[src/rtl/core/shash_pkg.sv]
`timescale 1ns / 1ps
// ----------------------------------------------------------------------------
// shash_pkg
// Constants and round functions of the SHA-256 stream hasher.
// ----------------------------------------------------------------------------
package shash_pkg;

    typedef logic [31:0] word_t;

    localparam int unsigned HASH_WORDS  = 8;
    localparam int unsigned BLOCK_WORDS = 16;
    localparam int unsigned ROUNDS      = 64;

    // first padding byte and where the length field starts
    localparam logic [7:0] PAD_FIRST_BYTE = 8'h80;
    localparam logic [5:0] LEN_START      = 6'd56;
    localparam logic [63:0] BYTE_BITS     = 64'd8;

    localparam word_t HASH_INIT [HASH_WORDS] = '{
        32'h6a09e667, 32'hbb67ae85, 32'h3c6ef372, 32'ha54ff53a,
        32'h510e527f, 32'h9b05688c, 32'h1f83d9ab, 32'h5be0cd19
    };

    localparam word_t ROUND_K [ROUNDS] = '{
        32'h428a2f98, 32'h71374491, 32'hb5c0fbcf, 32'he9b5dba5,
        32'h3956c25b, 32'h59f111f1, 32'h923f82a4, 32'hab1c5ed5,
        32'hd807aa98, 32'h12835b01, 32'h243185be, 32'h550c7dc3,
        32'h72be5d74, 32'h80deb1fe, 32'h9bdc06a7, 32'hc19bf174,
        32'he49b69c1, 32'hefbe4786, 32'h0fc19dc6, 32'h240ca1cc,
        32'h2de92c6f, 32'h4a7484aa, 32'h5cb0a9dc, 32'h76f988da,
        32'h983e5152, 32'ha831c66d, 32'hb00327c8, 32'hbf597fc7,
        32'hc6e00bf3, 32'hd5a79147, 32'h06ca6351, 32'h14292967,
        32'h27b70a85, 32'h2e1b2138, 32'h4d2c6dfc, 32'h53380d13,
        32'h650a7354, 32'h766a0abb, 32'h81c2c92e, 32'h92722c85,
        32'ha2bfe8a1, 32'ha81a664b, 32'hc24b8b70, 32'hc76c51a3,
        32'hd192e819, 32'hd6990624, 32'hf40e3585, 32'h106aa070,
        32'h19a4c116, 32'h1e376c08, 32'h2748774c, 32'h34b0bcb5,
        32'h391c0cb3, 32'h4ed8aa4a, 32'h5b9cca4f, 32'h682e6ff3,
        32'h748f82ee, 32'h78a5636f, 32'h84c87814, 32'h8cc70208,
        32'h90befffa, 32'ha4506ceb, 32'hbef9a3f7, 32'hc67178f2
    };

    function automatic word_t rotr(input word_t v, input int unsigned n);
        rotr = (v >> n) | (v << (32 - n));
    endfunction

    function automatic word_t big_sigma0(input word_t v);
        big_sigma0 = rotr(v, 2) ^ rotr(v, 13) ^ rotr(v, 22);
    endfunction

    function automatic word_t big_sigma1(input word_t v);
        big_sigma1 = rotr(v, 6) ^ rotr(v, 11) ^ rotr(v, 25);
    endfunction

    function automatic word_t small_sigma0(input word_t v);
        small_sigma0 = rotr(v, 7) ^ rotr(v, 18) ^ (v >> 3);
    endfunction

    function automatic word_t small_sigma1(input word_t v);
        small_sigma1 = rotr(v, 17) ^ rotr(v, 19) ^ (v >> 10);
    endfunction

endpackage

[src/rtl/core/sha256_stream_hasher.sv]
`timescale 1ns / 1ps
// ----------------------------------------------------------------------------
// sha256_stream_hasher
// SHA-256 over a byte stream, one compression round per cycle.
// ----------------------------------------------------------------------------
// Usage:
//   Input requests carry one optional message byte (s_has_byte, s_data_byte)
//   and an end flag (s_is_last). s_ready is high only while the block is idle.
//   A byte without end flag that does not complete a 64-byte block keeps s_ready high.
//   A byte that completes a block runs the 64 rounds and then the hash update
//   before the next request is taken; the shared round datapath and the
//   16-word schedule shift line carry every round.
//   On an end request the sequencer inserts padding and length bytes one a
//   cycle: (64 - fill) bytes, or (128 - fill) when fewer than nine bytes are
//   free, plus the 64 rounds and the hash update of every block run. The eight
//   digest words then leave on the result channel, word 0 (most significant)
//   first, m_last_word on the eighth; a stalled receiver holds the word.
//   After the eighth word the initial hash, fill count and bit length are
//   reloaded and s_ready returns, so a new message can follow.
//   Reset (aresetn low, synchronous) returns to idle with the initial hash.
// ----------------------------------------------------------------------------
module sha256_stream_hasher
    import shash_pkg::*;
(
    input  logic        aclk,
    input  logic        aresetn,
    input  logic        s_valid,
    output logic        s_ready,
    input  logic        s_has_byte,
    input  logic [7:0]  s_data_byte,
    input  logic        s_is_last,
    output logic        m_valid,
    input  logic        m_ready,
    output logic [31:0] m_digest_word,
    output logic [2:0]  m_word_index,
    output logic        m_last_word
);

    localparam logic [2:0] ST_IDLE  = 3'd0;
    localparam logic [2:0] ST_PAD   = 3'd1;
    localparam logic [2:0] ST_ROUND = 3'd2;
    localparam logic [2:0] ST_ADD   = 3'd3;
    localparam logic [2:0] ST_OUT   = 3'd4;

    logic [2:0]  state_reg, state_next;
    logic [5:0]  fill_reg, fill_next;
    logic [63:0] bit_len_reg, bit_len_next;
    logic [5:0]  round_reg, round_next;
    logic [2:0]  out_idx_reg, out_idx_next;
    logic        end_pend_reg, end_pend_next;   // end request seen, pad after block
    logic        pad_first_reg, pad_first_next; // next pad byte is the 0x80 marker
    logic        len_phase_reg, len_phase_next; // pad is inserting length bytes
    logic        final_reg, final_next;         // running block is the last one

    word_t hash_reg [HASH_WORDS];
    word_t hash_next [HASH_WORDS];
    word_t win_reg [BLOCK_WORDS];
    word_t win_next [BLOCK_WORDS];
    word_t wv_reg [HASH_WORDS];
    word_t wv_next [HASH_WORDS];

    logic        ins_en;
    logic [7:0]  ins_byte;
    logic [5:0]  fill_inc;
    logic [63:0] len_shifted;
    word_t       sched_new, t1, t2;
    logic        s_fire, m_fire;

    assign s_ready       = (state_reg == ST_IDLE);
    assign s_fire        = s_valid && s_ready;
    assign m_valid       = (state_reg == ST_OUT);
    assign m_fire        = m_valid && m_ready;
    assign m_digest_word = hash_reg[out_idx_reg];
    assign m_word_index  = out_idx_reg;
    assign m_last_word   = (out_idx_reg == 3'd7);

    assign fill_inc    = fill_reg + 6'd1;
    assign len_shifted = bit_len_reg >> {~fill_reg[2:0], 3'b000};

    // round datapath and next schedule word
    always_comb begin
        sched_new = small_sigma1(win_reg[14]) + win_reg[9]
                  + small_sigma0(win_reg[1]) + win_reg[0];
        t1 = wv_reg[7] + big_sigma1(wv_reg[4])
           + ((wv_reg[4] & wv_reg[5]) ^ (~wv_reg[4] & wv_reg[6]))
           + ROUND_K[round_reg] + win_reg[0];
        t2 = big_sigma0(wv_reg[0])
           + ((wv_reg[0] & wv_reg[1]) ^ (wv_reg[0] & wv_reg[2]) ^ (wv_reg[1] & wv_reg[2]));
    end

    // sequencer
    always_comb begin
        state_next     = state_reg;
        fill_next      = fill_reg;
        bit_len_next   = bit_len_reg;
        round_next     = round_reg;
        out_idx_next   = out_idx_reg;
        end_pend_next  = end_pend_reg;
        pad_first_next = pad_first_reg;
        len_phase_next = len_phase_reg;
        final_next     = final_reg;
        hash_next      = hash_reg;
        wv_next        = wv_reg;
        ins_en         = 1'b0;
        ins_byte       = s_data_byte;

        unique case (state_reg)
            ST_IDLE: begin
                if (s_fire) begin
                    if (s_has_byte) begin
                        ins_en       = 1'b1;
                        fill_next    = fill_inc;
                        bit_len_next = bit_len_reg + BYTE_BITS;
                    end
                    if (s_has_byte && fill_inc == 6'd0) begin
                        state_next     = ST_ROUND;
                        round_next     = 6'd0;
                        wv_next        = hash_reg;
                        end_pend_next  = s_is_last;
                        pad_first_next = s_is_last;
                        final_next     = 1'b0;
                    end else if (s_is_last) begin
                        state_next     = ST_PAD;
                        pad_first_next = 1'b1;
                        len_phase_next = 1'b0;
                    end
                end
            end
            ST_PAD: begin
                ins_en    = 1'b1;
                fill_next = fill_inc;
                if (pad_first_reg) begin
                    ins_byte = PAD_FIRST_BYTE;
                end else if (len_phase_reg) begin
                    ins_byte = len_shifted[7:0];
                end else begin
                    ins_byte = 8'h00;
                end
                pad_first_next = 1'b0;
                if (!len_phase_reg && fill_inc == LEN_START) begin
                    len_phase_next = 1'b1;
                end
                if (fill_inc == 6'd0) begin
                    state_next     = ST_ROUND;
                    round_next     = 6'd0;
                    wv_next        = hash_reg;
                    final_next     = len_phase_reg;
                    end_pend_next  = !len_phase_reg;
                    len_phase_next = 1'b0;
                end
            end
            ST_ROUND: begin
                wv_next[7] = wv_reg[6];
                wv_next[6] = wv_reg[5];
                wv_next[5] = wv_reg[4];
                wv_next[4] = wv_reg[3] + t1;
                wv_next[3] = wv_reg[2];
                wv_next[2] = wv_reg[1];
                wv_next[1] = wv_reg[0];
                wv_next[0] = t1 + t2;
                round_next = round_reg + 6'd1;
                if (round_reg == 6'd63) begin
                    state_next = ST_ADD;
                end
            end
            ST_ADD: begin
                for (int j = 0; j < HASH_WORDS; j++) begin
                    hash_next[j] = hash_reg[j] + wv_reg[j];
                end
                if (final_reg) begin
                    state_next   = ST_OUT;
                    out_idx_next = 3'd0;
                end else if (end_pend_reg) begin
                    // padding still owed: the marker after a full last byte, or the length block
                    state_next     = ST_PAD;
                    len_phase_next = 1'b0;
                    end_pend_next  = 1'b0;
                end else begin
                    state_next = ST_IDLE;
                end
            end
            ST_OUT: begin
                if (m_fire) begin
                    out_idx_next = out_idx_reg + 3'd1;
                    if (out_idx_reg == 3'd7) begin
                        state_next    = ST_IDLE;
                        hash_next     = HASH_INIT;
                        fill_next     = 6'd0;
                        bit_len_next  = 64'd0;
                        final_next    = 1'b0;
                        end_pend_next = 1'b0;
                    end
                end
            end
            default: begin
                state_next = ST_IDLE;
            end
        endcase
    end

    // schedule window: byte shift line while filling, word shift while rounding
    always_comb begin
        win_next = win_reg;
        if (state_reg == ST_ROUND) begin
            for (int k = 0; k < BLOCK_WORDS - 1; k++) begin
                win_next[k] = win_reg[k + 1];
            end
            win_next[BLOCK_WORDS - 1] = sched_new;
        end else if (ins_en) begin
            for (int k = 0; k < BLOCK_WORDS - 1; k++) begin
                win_next[k] = {win_reg[k][23:0], win_reg[k + 1][31:24]};
            end
            win_next[BLOCK_WORDS - 1] = {win_reg[BLOCK_WORDS - 1][23:0], ins_byte};
        end
    end

    // control state
    always_ff @(posedge aclk) begin
        if (!aresetn) begin
            state_reg     <= ST_IDLE;
            fill_reg      <= 6'd0;
            bit_len_reg   <= 64'd0;
            round_reg     <= 6'd0;
            out_idx_reg   <= 3'd0;
            end_pend_reg  <= 1'b0;
            pad_first_reg <= 1'b0;
            len_phase_reg <= 1'b0;
            final_reg     <= 1'b0;
            hash_reg      <= HASH_INIT;
        end else begin
            state_reg     <= state_next;
            fill_reg      <= fill_next;
            bit_len_reg   <= bit_len_next;
            round_reg     <= round_next;
            out_idx_reg   <= out_idx_next;
            end_pend_reg  <= end_pend_next;
            pad_first_reg <= pad_first_next;
            len_phase_reg <= len_phase_next;
            final_reg     <= final_next;
            hash_reg      <= hash_next;
        end
    end

    // datapath registers
    always_ff @(posedge aclk) begin
        win_reg <= win_next;
        wv_reg  <= wv_next;
    end

endmodule

[config.mk]
export PLATFORM = sky130hd
export DESIGN_NAME = sha256_stream_hasher
export DESIGN_NICKNAME = d
export VERILOG_FILES = /design/src/rtl/core/shash_pkg.sv /design/src/rtl/core/sha256_stream_hasher.sv
export SDC_FILE = /design/constraint.sdc
export NUM_CORES = 2
export LEC_CHECK = 0
export ABC_AREA = 1
export BUFFER_PORTS_ARGS = -buffer_cell sky130_fd_sc_hd__buf_2
export CAP_MARGIN = 15
export CORE_AREA = 2 2 294 587
export CTS_CLUSTER_DIAMETER = 80
export DETAILED_ROUTE_END_ITERATION = 10
export DIE_AREA = 0 0 296 589
export GPL_TIMING_DRIVEN = 0
export SLEW_MARGIN = 20
export SYNTH_ARGS = -nofsm -noshare
export SYNTH_HDL_FRONTEND = slang
export SYNTH_SLANG_ARGS = --single-unit
[constraint.sdc]
create_clock -name aclk -period 18.55 [get_ports aclk]
set_clock_uncertainty 0.05 [all_clocks]
set_input_delay 0 -clock aclk [delete_from_list [all_inputs] [get_ports aclk]]
set_output_delay 0 -clock aclk [all_outputs]
set_load 0.05 [all_outputs]
==> results.toml, run 1 <==
[placed_design]
dp_cells = 13279
hpwl_mm = 389
port-buffer-count = 51
placement.setup.worst_slack_ps = 8330
detailed_place.area_um2 = 85000
globalplace.congestion = 1.21

[global_routing]
first_pass_grt_wire_length_mm = 894
grt_use_total = 0.705
maximum_number_of_pins_on_one_net_before_global_route_repair = 93
globalRoute.totalOverflow = 1247
first_global_vias = 100639

[floorplanning]
ioPinCount = 52
initial_utilization = 0.478
placement_rows = 214
die_width_um = 296
dieHeight_um = 589

[logic_synthesis]
yosysTopAreaCell = "edfxtp_1"
netlist.area_leader.share = 0.284
synth_common_cells = "3200 x nand2_1, 1323 x inv_1, 1008 x o21ai_0"
share_of_flip_flops_with_an_asynchronous_set_or_reset_after_synthesis = 0
synth_top_flop_cell = "edfxtp_1"
synth.cell_area_um2 = 81100
syn-num-nets = 11545
synth.distinct_cells = 67
netlist_top_cells_area = "edfxtp_1 28%, nand2_1 15%, dfxtp_1 8.4%, ha_1 6.2%, o21ai_0 6.2%"
synth_warnings = 0
synthesized_flop_and_latch_total = 1107
synth-edff-count = 768
yosysSeqAreaShare = 0.368
syn_avg_cell_area_um2 = 7.42
synthMostInstantiatedCell = "nand2_1"
netlist_instances = 10932

[clock_network]
ctsResizeCount = 0
root_buffer = "clkbuf_16"
cts.path.max_buffers = 3
clock_sinks = 1107
cts_setup_buffers = 0
cts-buffers-inserted = 107
htree_levels = 3

[status]
run.stop_error = "[ERROR GRT-0116] Global routing finished with congestion. Check the congestion regions in the DRC Viewer."
last-stage-reached = "global routing"
outcome = "stopped before the end"
[through the flow]
stage	hold slack (ps)	TNS, ps	util
CTS	155	0	0.524
detailed placement	398	0	0.500
global placement	396	-1226370	0.496
floorplan	200	0	-
[layer usage]
metal | global-route usage | overflow
met3 | 0.514 | 31
met2 | 0.917 | 775
met4 | 0.770 | 417
met1 | 0.657 | 19
met5 | 0.234 | 5
[logic make-up after synthesis]
kind of cell    Yosys count  synth area share
simple gates           4536             0.227
compound gates         2506             0.170
buf+inv                1820            0.0849
flops                  1107             0.368
fa+ha+maj               600             0.111
xor+xnor                362            0.0391
mux                       1          0.000123
[repair_timing]
action                                  4_1_cts
endpoints found under the setup margin        0
hold endpoints to repair                     38
hold buffers                                 17
==> inputs of run 2 (changes only) <==
--- a/config.mk
+++ b/config.mk
@@ -8,11 +8,11 @@
 export ABC_AREA = 1
 export BUFFER_PORTS_ARGS = -buffer_cell sky130_fd_sc_hd__buf_2
 export CAP_MARGIN = 15
-export CORE_AREA = 2 2 294 587
-export CTS_CLUSTER_DIAMETER = 80
+export CORE_AREA = 2 2 499 501
 export DETAILED_ROUTE_END_ITERATION = 10
-export DIE_AREA = 0 0 296 589
+export DIE_AREA = 0 0 501 503
 export GPL_TIMING_DRIVEN = 0
+export PLACE_DENSITY_LB_ADDON = 0.15
 export SLEW_MARGIN = 20
 export SYNTH_ARGS = -nofsm -noshare
 export SYNTH_HDL_FRONTEND = slang
==> run 2 against run 1 <==
The run now ends clean. Synthesized cell count unchanged. Area after synthesis unchanged.
==> results.toml, run 2 <==
[setup_path]
timing.setup.critical_path_class = "reg -> reg"
cpMostUsedCell = "a21oi_1"
critPathSlowestCell = "xnor2_1"
critPathLaunchType = "register"
cp_data_required_time_ps = 19070
crit_fanout = 10
largest_stage_delay_on_the_critical_path_ps = 760
crit_path_end_kind = "register"
worst_ep_arrival_time_ps = 10680

[finish]
final_common_cell = "nand2_1"
final_cell_mix = "3199 x nand2_1, 1322 x inv_1, 995 x o21ai_0"
layout.filler_cells = 26440
stdcell_count = 14546
synthToLayoutAreaGrowth_pct = 12.5
largest_register_ffs = 512
final_nets = 11793
drive_gt1_frac = 0.0413

[placed_design]
port-buffer-count = 51
hpwl_mm = 352
placement.setup.worst_slack_ps = 8880
dp_cells = 14253
globalplace.congestion = 1.06

[drt]
detailedRoute.firstPassIterationCount = 9
drtAntennaViolNets = 0
drc = 0
post_drt_via_cell_ratio = 5.57
dr_total_vias = 81001
drt_iter0_drc = 10463
drt-wirelength-per-cell_um = 29.6
totalWireLength_mm = 430

[logic_synthesis]
synth_common_cells = "3200 x nand2_1, 1323 x inv_1, 1008 x o21ai_0"
synth_warnings = 0
syn-num-nets = 11545
netlist_top_cells_area = "edfxtp_1 28%, nand2_1 15%, dfxtp_1 8.4%, ha_1 6.2%, o21ai_0 6.2%"
synth-edff-count = 768
netlist.area_leader.share = 0.284
share_of_flip_flops_with_an_asynchronous_set_or_reset_after_synthesis = 0
yosysSeqAreaShare = 0.368
yosysTopAreaCell = "edfxtp_1"
synth_top_flop_cell = "edfxtp_1"
synthesized_flop_and_latch_total = 1107
synth.distinct_cells = 67
synthMostInstantiatedCell = "nand2_1"
syn_avg_cell_area_um2 = 7.42
synth.cell_area_um2 = 81100
netlist_instances = 10932

[timing]
setup_viol_count_final = 0
unrepaired_setup_endpoints_after_global_routing = "false"
finalMaxSlewViolations = 0
finalHoldViolCount = 0
finalCriticalPeriod_ps = 10160
layout_worst_path_cycle_share = 0.548
worst_slack_ps = 8390
worst_slew_margin_rel = 0.122
final.setup.tns_ps = 0
achievable-frequency_mhz = 98.4
transition_time_of_the_tightest_slew_check_pin_ps = 1300

[floorplanning]
ioPinCount = 52
placement_rows = 183
die_width_um = 501
dieArea_um2 = 252000
core_um2 = 247000
dieHeight_um = 503
initial_utilization = 0.328

[job]
max_cap_viols = 0

[clock_network]
clkLatencyLatePin_ps = 870
cts_tree = "done"
htree_levels = 4
ctsResizeCount = 0
clock_sinks = 1107
cts.path.max_buffers = 3
root_buffer = "clkbuf_16"
cts_setup_buffers = 0
cts.clk_slew.worst_paths_ps = 60
cts-buffers-inserted = 141

[global_routing]
globalRoute.totalOverflow = 0
grt_use_total = 0.333
first_global_vias = 75809
maximum_number_of_pins_on_one_net_before_global_route_repair = 92
first_pass_grt_wire_length_mm = 592
antenna_found_initial = 37

[status]
outcome = "completed"

[min_path]
worstHoldPathType = "in -> reg"
run 2: cell counts after synthesis:
No cell type changed its count.
run 2: cell type report:
type / count / area [um2] / share of cell area
Buffer: 481 / 1930 / 0.0211
Sequential cell: 1107 / 29800 / 0.327
Multi-Input combinational cell: 8005 / 44400 / 0.487
Antenna cell: 12 / 30.0 / 0.000329
Tap cell: 3237 / 4050 / 0.0444
Clock buffer: 179 / 3740 / 0.0410
Inverter: 1339 / 5030 / 0.0552
Clock inverter: 81 / 966 / 0.0106
Timing Repair Buffer: 105 / 1250 / 0.0137
run 2: per-stage QoR:
step / instance area, um2 / utilization / hold slack [ps]
global placement: 85400 / 0.346 / 343
CTS: 91200 / 0.369 / 18.4
floorplan: 81100 / - / 200
finish: 91200 / 0.369 / 67.4
global route: 91200 / 0.369 / 68.3
detailed placement: 86300 / 0.349 / 343
run 2: critical path: cells and delay by family (launching register included):
family,cells,cell delay (ps)
simple gates,6,1420
flops,1,510
fa+ha+maj,5,2400
buf+inv,5,1060
compound gates,13,3690
xor+xnor,1,760
run 2: cell families (layout without fill, tap and decap cells):
kind of cell	after synthesis	in the layout	synth area share
flip-flops	1107	1107	0.368
multiplexers	1	1	0.000123
XOR/XNOR	362	362	0.0391
buffers and inverters	1820	2185	0.0849
adder cells (fa/ha/maj)	600	600	0.111
other	0	12	0
AND/OR/NAND/NOR	4536	4536	0.227
AO/OA/AOI/OAI	2506	2506	0.170
run 2: repair_timing:
item,CTS,global route
setup endpoints to repair,0,0
endpoints found under the hold margin,54,0
hold buffers,21,0
run 2: layer usage:
metal | track usage | up-vias | part of all wire
met2 | 0.502 | 4031 | 0.43
li1 | - | 36869 | -
met5 | 0 | - | 0.00027
met1 | 0.464 | 39407 | 0.44
met4 | 0.130 | 16 | 0.045
met3 | 0.0673 | 678 | 0.093
run 2: path summary, 6_finish.rpt:
path                                    from                         end  slack, ps  cells past startpoint
setup / recovery   round_reg[0]$_SDFFE_PN0P_       wv_reg[248]$_DFFE_PP_       8390                     30
hold / removal                s_data_byte[5]        win_reg[5]$_DFFE_PP_         70                      4
setup reg to reg   round_reg[0]$_SDFFE_PN0P_       wv_reg[248]$_DFFE_PP_       8390                     30
hold reg to reg   hash_reg[193]$_SDFFE_PN0P_  hash_reg[193]$_SDFFE_PN0P_        440                      2
Power of run 2 is not shown: default switching activity piles up to over one toggle a cycle in this logic, so the estimate is an artifact.
